**src/rdp_pkg.sv**
```systemverilog
// ----------------------------------------------------------------------------
// rdp_pkg
// shared widths, constants and types of the base-10000 digit dot product
// ----------------------------------------------------------------------------
package rdp_pkg;

  // field and state widths
  localparam int DIGIT_W = 14;
  localparam int PROD_W  = 2 * DIGIT_W;
  localparam int SUM_W   = 32;
  localparam int COUNT_W = 16;
  localparam int HIGH_W  = 16;
  localparam int REM_W   = 27;
  localparam int QUO_W   = 5;

  // accumulator wrap point and word bases
  localparam logic [SUM_W-1:0] ACC_BASE     = 32'd3000000000;
  localparam logic [SUM_W-1:0] WORD_BASE_SQ = 32'd100000000;
  localparam logic [REM_W-1:0] WORD_BASE    = 27'd10000;

  // top word gains this much per accumulator reduction
  localparam logic [HIGH_W-1:0] HIGH_PER_REDUCTION = 16'd30;

  // largest quotient of a reduced sum by 1e8
  localparam int MAX_QUOTIENT = 29;

  // reciprocal of 10000 scaled by 2^40, exact for values below 1e8
  localparam int                 RECIP_SHIFT = 40;
  localparam logic [REM_W-1:0]   RECIP       = 27'd109951163;
  localparam int                 RPROD_W     = 2 * REM_W;

  // finished sum of one vector with its reduction count
  typedef struct packed {
    logic [SUM_W-1:0]   sum;
    logic [COUNT_W-1:0] count;
  } rdp_total_t;

endpackage

```
**src/radix_10000_digit_dot_product.sv**
```systemverilog
// ----------------------------------------------------------------------------
// radix_10000_digit_dot_product
// dot product of base-10000 digit pairs, one result per vector
// ----------------------------------------------------------------------------
// the last pair passes the product, vector total, split remainder, middle word
// and output registers before its result is valid; one pair per cycle, but
// a stalled result holds the whole pipeline until it is taken
// reset: synchronous, clears the accumulator, count and all stage valids
module radix_10000_digit_dot_product
  import rdp_pkg::*;
(
  input  logic               clk,
  input  logic               rst_n,
  input  logic               in_valid,
  output logic               in_ready,
  input  logic [DIGIT_W-1:0] in_x_digit,
  input  logic [DIGIT_W-1:0] in_y_digit,
  input  logic               in_last,
  output logic               out_valid,
  input  logic               out_ready,
  output logic [DIGIT_W-1:0] out_low_word,
  output logic [DIGIT_W-1:0] out_mid_word,
  output logic [HIGH_W-1:0]  out_high_word
);

  logic       en;
  logic       total_vld;
  rdp_total_t total;

  // pipeline advances unless a result is waiting
  assign en       = !out_valid || out_ready;
  assign in_ready = en;

  rdp_mac u_mac (
    .clk       (clk),
    .rst_n     (rst_n),
    .en        (en),
    .in_vld    (in_valid),
    .x_digit   (in_x_digit),
    .y_digit   (in_y_digit),
    .last      (in_last),
    .total_vld (total_vld),
    .total     (total)
  );

  rdp_split u_split (
    .clk       (clk),
    .rst_n     (rst_n),
    .en        (en),
    .total_vld (total_vld),
    .total     (total),
    .out_vld   (out_valid),
    .low_word  (out_low_word),
    .mid_word  (out_mid_word),
    .high_word (out_high_word)
  );

  // reduced total stays below the wrap point
  a_total_reduced: assert property (@(posedge clk) disable iff (!rst_n)
    total_vld |-> (total.sum < ACC_BASE))
    else $error("accumulated total not reduced");

  // low and middle split words are proper base-10000 digits
  a_words_in_range: assert property (@(posedge clk) disable iff (!rst_n)
    out_valid |-> ((out_low_word < DIGIT_W'(WORD_BASE)) &&
                   (out_mid_word < DIGIT_W'(WORD_BASE))))
    else $error("output word out of range");

  // no transaction taken while a result is stalled
  a_stall_blocks_input: assert property (@(posedge clk) disable iff (!rst_n)
    (out_valid && !out_ready) |-> !in_ready)
    else $error("input taken during output stall");

  // reset leaves no result pending
  a_reset_clears: assert property (@(posedge clk)
    !rst_n |=> !out_valid)
    else $error("result valid after reset");

endmodule

```
**src/rdp_mac.sv**
```systemverilog
// ----------------------------------------------------------------------------
// rdp_mac
// digit multiply stage and reducing accumulator, one pair per cycle while en
// ----------------------------------------------------------------------------
module rdp_mac
  import rdp_pkg::*;
(
  input  logic               clk,
  input  logic               rst_n,
  input  logic               en,
  input  logic               in_vld,
  input  logic [DIGIT_W-1:0] x_digit,
  input  logic [DIGIT_W-1:0] y_digit,
  input  logic               last,
  output logic               total_vld,
  output rdp_total_t         total
);

  logic              v1_r;
  logic              last1_r;
  logic [PROD_W-1:0] prod_r;
  logic [PROD_W-1:0] prod_nxt;

  logic [SUM_W-1:0]   acc_r;
  logic [COUNT_W-1:0] cnt_r;
  logic [SUM_W-1:0]   sum_add;
  logic               wrap;
  logic [SUM_W-1:0]   sum_nxt;
  logic [COUNT_W-1:0] cnt_nxt;

  logic       v2_r;
  rdp_total_t total_r;

  // digit product
  assign prod_nxt = {{DIGIT_W{1'b0}}, x_digit} * {{DIGIT_W{1'b0}}, y_digit};

  always_ff @(posedge clk) begin
    if (!rst_n) begin
      v1_r <= 1'b0;
    end else if (en) begin
      v1_r <= in_vld;
    end
  end

  always_ff @(posedge clk) begin
    if (en) begin
      prod_r  <= prod_nxt;
      last1_r <= last;
    end
  end

  // accumulate with one conditional reduction
  always_comb begin
    sum_add = acc_r + {{(SUM_W-PROD_W){1'b0}}, prod_r};
    wrap    = (sum_add >= ACC_BASE);
    sum_nxt = wrap ? (sum_add - ACC_BASE) : sum_add;
    cnt_nxt = cnt_r + {{(COUNT_W-1){1'b0}}, wrap};
  end

  // running state, cleared after the last pair
  always_ff @(posedge clk) begin
    if (!rst_n) begin
      acc_r <= '0;
      cnt_r <= '0;
    end else if (en && v1_r) begin
      if (last1_r) begin
        acc_r <= '0;
        cnt_r <= '0;
      end else begin
        acc_r <= sum_nxt;
        cnt_r <= cnt_nxt;
      end
    end
  end

  // finished vector total
  always_ff @(posedge clk) begin
    if (!rst_n) begin
      v2_r <= 1'b0;
    end else if (en) begin
      v2_r <= v1_r & last1_r;
    end
  end

  always_ff @(posedge clk) begin
    if (en && v1_r && last1_r) begin
      total_r.sum   <= sum_nxt;
      total_r.count <= cnt_nxt;
    end
  end

  assign total_vld = v2_r;
  assign total     = total_r;

endmodule

```
**src/rdp_split.sv**
```systemverilog
// ----------------------------------------------------------------------------
// rdp_split
// splits a finished total into three base-10000 words over three stages
// ----------------------------------------------------------------------------
module rdp_split
  import rdp_pkg::*;
(
  input  logic               clk,
  input  logic               rst_n,
  input  logic               en,
  input  logic               total_vld,
  input  rdp_total_t         total,
  output logic               out_vld,
  output logic [DIGIT_W-1:0] low_word,
  output logic [DIGIT_W-1:0] mid_word,
  output logic [HIGH_W-1:0]  high_word
);

  logic [QUO_W-1:0]  quo;
  logic [SUM_W-1:0]  quo_base;
  logic [SUM_W-1:0]  rem_full;
  logic [HIGH_W-1:0] high_nxt;

  logic              v3_r;
  logic [REM_W-1:0]  rem3_r;
  logic [HIGH_W-1:0] high3_r;

  logic [RPROD_W-1:0] rprod;
  logic               v4_r;
  logic [REM_W-1:0]   rem4_r;
  logic [DIGIT_W-1:0] mid4_r;
  logic [HIGH_W-1:0]  high4_r;

  logic [REM_W-1:0]   low_full;
  logic               out_vld_r;
  logic [DIGIT_W-1:0] low_r;
  logic [DIGIT_W-1:0] mid_r;
  logic [HIGH_W-1:0]  high_r;

  // quotient by 1e8 from parallel threshold compares
  always_comb begin
    quo      = '0;
    quo_base = '0;
    for (int k = 1; k <= MAX_QUOTIENT; k++) begin
      if (total.sum >= (SUM_W'(k) * WORD_BASE_SQ)) begin
        quo      = QUO_W'(k);
        quo_base = SUM_W'(k) * WORD_BASE_SQ;
      end
    end
    rem_full = total.sum - quo_base;
    high_nxt = {{(HIGH_W-QUO_W){1'b0}}, quo} + total.count * HIGH_PER_REDUCTION;
  end

  always_ff @(posedge clk) begin
    if (en) begin
      rem3_r  <= rem_full[REM_W-1:0];
      high3_r <= high_nxt;
    end
  end

  // middle word by reciprocal multiply
  assign rprod = {{REM_W{1'b0}}, rem3_r} * {{REM_W{1'b0}}, RECIP};

  always_ff @(posedge clk) begin
    if (en) begin
      rem4_r  <= rem3_r;
      mid4_r  <= rprod[RECIP_SHIFT +: DIGIT_W];
      high4_r <= high3_r;
    end
  end

  // low word is what the middle word leaves
  assign low_full = rem4_r - {{(REM_W-DIGIT_W){1'b0}}, mid4_r} * WORD_BASE;

  always_ff @(posedge clk) begin
    if (en) begin
      low_r  <= low_full[DIGIT_W-1:0];
      mid_r  <= mid4_r;
      high_r <= high4_r;
    end
  end

  // stage valids
  always_ff @(posedge clk) begin
    if (!rst_n) begin
      v3_r      <= 1'b0;
      v4_r      <= 1'b0;
      out_vld_r <= 1'b0;
    end else if (en) begin
      v3_r      <= total_vld;
      v4_r      <= v3_r;
      out_vld_r <= v4_r;
    end
  end

  assign out_vld   = out_vld_r;
  assign low_word  = low_r;
  assign mid_word  = mid_r;
  assign high_word = high_r;

endmodule

```
**config.mk**
```make
export PLATFORM = sky130hd
export DESIGN_NAME = radix_10000_digit_dot_product
export DESIGN_NICKNAME = d
export VERILOG_FILES = /design/src/rdp_pkg.sv /design/src/radix_10000_digit_dot_product.sv /design/src/rdp_mac.sv /design/src/rdp_split.sv
export SDC_FILE = /design/constraint.sdc
export NUM_CORES = 2
export LEC_CHECK = 0
export BUFFER_PORTS_ARGS = -buffer_cell sky130_fd_sc_hd__buf_2
export CORE_MARGIN = 10
export CORE_UTILIZATION = 50
export DETAILED_ROUTE_END_ITERATION = 8
export PLACE_DENSITY = 0.65
export SLEW_MARGIN = 20
export SYNTH_ARGS = -nofsm -noshare
export SYNTH_HDL_FRONTEND = slang
export SYNTH_HIERARCHICAL = 1
export SYNTH_SLANG_ARGS = --single-unit
```
**constraint.sdc**
```tcl
create_clock -name clk -period 16.7 [get_ports clk]
set_input_delay 1.67 -clock clk [delete_from_list [all_inputs] [get_ports clk]]
set_output_delay 1.67 -clock clk [all_outputs]
set_load 0.01 [all_outputs]
```
# [After elaboration in Yosys (flattened, before gate mapping)]
# Index checks and enable logic that the tools add are counted.
[word_totals] out_inout_bits=46 n_memories=0 latchBits=0 romBits=0 regBits=261 inputBits=33 ramBits=0 word_cells=125
[classes] bitwise_logic=1 div=0 eq_ne=0 n_mux=61 magnitude_cmp=30 n_addsub=6 shift=0 n_reduce_logical=4 n_mul=4
[ops] cell="27-bit 2-to-1 mux" count=29
[ops] cell="32-bit by 31-bit greater-or-equal comparator with 1-bit output (second input constant)" count=11
[ops] cell="32-bit greater-or-equal comparator (second input constant)" count=9
[ops] cell="32-bit by 30-bit greater-or-equal comparator with 1-bit output (second input constant)" count=5
[ops] cell="32-bit by 29-bit greater-or-equal comparator with 1-bit output (second input constant)" count=3
[ops] cell="5-bit 2-to-1 mux" count=14
[ops] cell="32-bit 2-to-1 mux" count=2
[ops] cell="27-bit by 27-bit multiplier with 54-bit output (second input constant)" count=1
[ops] cell="32-bit by 28-bit adder with 32-bit output" count=1
[ops] cell="32-bit by 27-bit greater-or-equal comparator with 1-bit output (second input constant)" count=1
[ops] cell="32-bit by 28-bit greater-or-equal comparator with 1-bit output (second input constant)" count=1
[ops] cell="4-bit 2-to-1 mux" count=8
[ops] cell="32-bit subtractor (second input constant)" count=1
[ops] cell="14-bit by 14-bit multiplier with 28-bit output" count=1
[ops] cell="27-bit subtractor" count=1
[ops] cell="16-bit by 1-bit adder with 16-bit output" count=1
[ops] cell="5-bit by 16-bit adder with 16-bit output" count=1
[ops] cell="16-bit by 4-bit multiplier with 15-bit output (second input constant)" count=1
[ops] cell="16-bit 2-to-1 mux" count=1
[ops] cell="14-bit by 10-bit multiplier with 10-bit output (second input constant)" count=1
[ops] cell="14-bit subtractor" count=1
[ops] cell="3-bit 2-to-1 mux" count=4
[ops] cell="2-bit 2-to-1 mux" count=2
[ops] cell="1-bit logical AND" count=2
[ops] cell="4 further kinds" count=4

# [Logic depth before layout (Yosys ltp)]
[depth] depth_word=31 ltp_mapped=26 ltp_nobuf=25

# [Modules after synthesis]
# The synthesis kept the hierarchy.
[modules_own_cells] module="rdp_split" instances=1 cells_per_inst=2103 area_per_inst_um2=21808.4
[modules_own_cells] module="rdp_mac" instances=1 cells_per_inst=1379 area_per_inst_um2=13225.2
[modules_own_cells] module="radix_10000_digit_dot_product" instances=1 cells_per_inst=1 area_per_inst_um2=6.3

# [Worst setup path after synthesis]
# No wires, ideal clock.
[synth_timing] path_kind="input to register" start="input out_ready" end="register u_mac.total_r (netlist bit u_mac/total[0]) (enable)" arrival_ps=7501 setup_slack_ps=8788 required_time_ps=16288 setup_time_ps=412 cell_stages=2 n_path_buf=0 cell_sequence="nand2b_1 > and3_1"
[synth_via] elab_chain_len=3
[synth_lines] element="start: declaration" line="radix_10000_digit_dot_product.sv:20" rtl="input logic out_ready,"
[synth_lines] element="1-bit logical OR" line="radix_10000_digit_dot_product.sv:31" rtl="assign en = !out_valid || out_ready;"
[synth_lines] element="1-bit logical AND (2 in series)" line="rdp_mac.sv:86" rtl="if (en && v1_r && last1_r) begin"
[synth_lines] element="end: declaration" line="rdp_mac.sv:32" rtl="rdp_total_t total_r;"
# Every way passes these cells.
# A chain may end at the register's enable or synchronous reset.

# [Worst setup path in the final report]
[layout_timing] start="register u_split.rem3_r[1]" end="register u_split.mid4_r[13] (data pin)"
[layout_via] elab_chain_len=1
[layout_lines] element="start: declaration" line="rdp_split.sv:25" rtl="logic [REM_W-1:0] rem3_r;"
[layout_lines] element="start signal: assignment" line="rdp_split.sv:56" rtl="rem3_r <= rem_full[REM_W-1:0];"
[layout_lines] element="27-bit by 27-bit multiplier with 54-bit output" line="rdp_split.sv:62" rtl="assign rprod = {{REM_W{1'b0}}, rem3_r} * {{REM_W{1'b0}}, RECIP};"
[layout_lines] element="named net u_split.rprod[53]" line="rdp_split.sv:28" rtl="logic [RPROD_W-1:0] rprod;"
[layout_lines] element="end signal: assignment" line="rdp_split.sv:67" rtl="mid4_r <= rprod[RECIP_SHIFT +: DIGIT_W];"
[layout_lines] element="end: declaration" line="rdp_split.sv:31" rtl="logic [DIGIT_W-1:0] mid4_r;"
# The timed path passes the listed nets, and every way through them passes these cells.

==> results.md <==
- Status: completed
- Number of global-route vias before repair: 26300
- Core Area: 0.0689 sq mm
- Slowest CP cell: nor4_1
- Final worst-path cycle share: 45.8%
- RSZ-0062 raised after global routing: no
- CTS tree: built
- ANT nets after route: 0
- Syn_nets: 4456
- Synthesized area per cell: 10.1 sq um
- CP Buf/Inv Count: 4
- Nets: 4486
- Clk root buf: clkbuf_16
- Critical Path RT: 17.06 ns
- Chip width: 284 um
- I/O pin cnt: 79
- Post-detail-place hpwl: 69300 um
- Antenna fix cells: 0
- Clock transition at path regs: 0.06 ns
- Max Cap Viol: 0
- Antenna violations before repair: 0
- Cells after Synth: 3477
- Post-Route WL: 85400 um
- Hold buffer count at cts: 0
- Commonest non-fill, non-tap cell in the layout: inv_1
- Total grt overflow: 0
- Via Count: 24600
- Worst hold path class: flop to flop
- Final setup TNS: 0 ns
- # clock sinks: 259
- H-tree levels: 1
- Mean number of vias per cell: 5.50
- CP Data Arrival Time: 8.01 ns
- Pre-antenna DRT Iters: 5
- Clock Skew: 0.0204 ns
- Routability cong.: 0.983
- First DRT Iteration DRCs: 1587
- # rows: 96
- Worst hold margin: 0.407 ns
- Die area: 0.0809 sq mm
- Post-layout min period: 7.65 ns
- Largest net degree at the start of global routing: 65
- Slowest stage delay, CP: 0.66 ns
- CP delay by family, top: adder cells
- CP Launch Type: flop
- Layout Cells excl Fill: 4463
- Total track usage: 21.5%
- Crit-path cells: ha_1 > inv_1 > fa_1 > fa_1 > inv_1 > fa_1 > inv_1 > fa_1 > fa_1 > inv_1 > fa_1 > ha_1 > nand4_1 > nor4_1 > o2111ai_1 > a31oi_2 > nor4_2 > nor3_1 > o31a_1 > a2111o_1 > a31oi_2 > xnor2_1
- Ys Warns: 6
- Final Hold Viols: 0
- Global-route wire length before repair: 141000 um
- Crit Path Max Fanout: 8
- Post-cts resize count: 0
- Worst Setup End Kind: flop
- Port bufs: 78
- Count of final setup violators: 0
- Max-Slew Margin vs Limit: 36.4%
- Area Growth Syn to Fin: 6.89%
- Routed len/inst: 19.1 um
- Worst-skew pair later-pin latency: 0.61 ns
- Share of post-route cells with drive strength above 1: 5.61%
- Total CTS buffers: 31
- Die span in y: 284 um
- Commonest non-fill, non-tap cells in the layout: inv_1 (720), fa_1 (498), ha_1 (448)
- Post-synthesis cell area: 0.0350 sq mm
- CP most frequent cell: fa_1
- Setup Buffers After CTS: 0
- WS Path Type: flop to flop
- Starting Density: 50.7%
- Fmax: 0.131 GHz
- Residual DRC: 0
- Worst slew pin tran: 0.954 ns
- Cells after DPL: 4405
- Clock Tree Buf Depth: 3
- Max Transition Viols Final: 0
## through the flow
| step | setup WS [ns] | utilization, % | area (sq um) |
|---|---|---|---|
| 2_1_floorplan | 8.81 | - | 35000 |
| 3_3_place_gp | 8.72 | 52.6 | 36300 |
| 3_5_place_dp | 8.69 | 52.6 | 36300 |
| 4_1_cts | 9.10 | 54.2 | 37400 |
| 5_1_grt | 8.75 | 54.2 | 37400 |
| 6_report | 9.05 | 54.2 | 37400 |
## per-layer routing
layer	track usage, %	up-vias	routed length [um]
li1	-	11600	-
met1	27.4	12200	36400
met2	37.4	630	42200
met3	2.86	159	3880
met4	6.71	0	2960
met5	0	-	0
## path summary, 6_finish.rpt
| kind | start | endpoint | slack (ns) | cells past startpoint |
|---|---|---|---|---|
| worst min-delay path | u_split/high4_r[8]$_DFFE_PP_ | u_split/high_word[8]$_DFFE_PP_ | 0.41 | 0 |
| worst min register to register | u_split/high4_r[8]$_DFFE_PP_ | u_split/high_word[8]$_DFFE_PP_ | 0.41 | 0 |
| worst max register to register | u_split/rem3_r[1]$_DFFE_PP_ | u_split/mid4_r[13]$_DFFE_PP_ | 9.05 | 22 |
| worst max-delay path | u_split/rem3_r[1]$_DFFE_PP_ | u_split/mid4_r[13]$_DFFE_PP_ | 9.05 | 22 |
## registers in the layout, summed over array words and instances (netlist names)
signal and flops:
u_split/low_word 14, u_mac/last1_r 1, u_split/v3_r 1, u_split/mid4_r 14, u_split/high4_r 16, u_split/high3_r 16
u_mac/total 47, u_mac/total_vld 1, u_mac/v1_r 1, u_split/high_word 16, u_mac/prod_r 28, u_split/rem3_r 27
u_split/out_vld 1, u_split/mid_word 14, u_split/rem4_r 14, u_mac/cnt_r 15, u_mac/acc_r 32, u_split/v4_r 1
## cell type report
cell class / count / area, sq um
repair buffers: 92 / 495
clock buffers: 33 / 783
flip-flops and latches: 259 / 7260
well taps: 931 / 1160
clock inverters: 25 / 318
multi-input cells: 2402 / 24600
fillers: 6247 / 31600
inverters: 721 / 2710
Power is left out: the tool's default activity adds up to more than one toggle a clock period on the data nets, which glitch-free logic cannot reach.
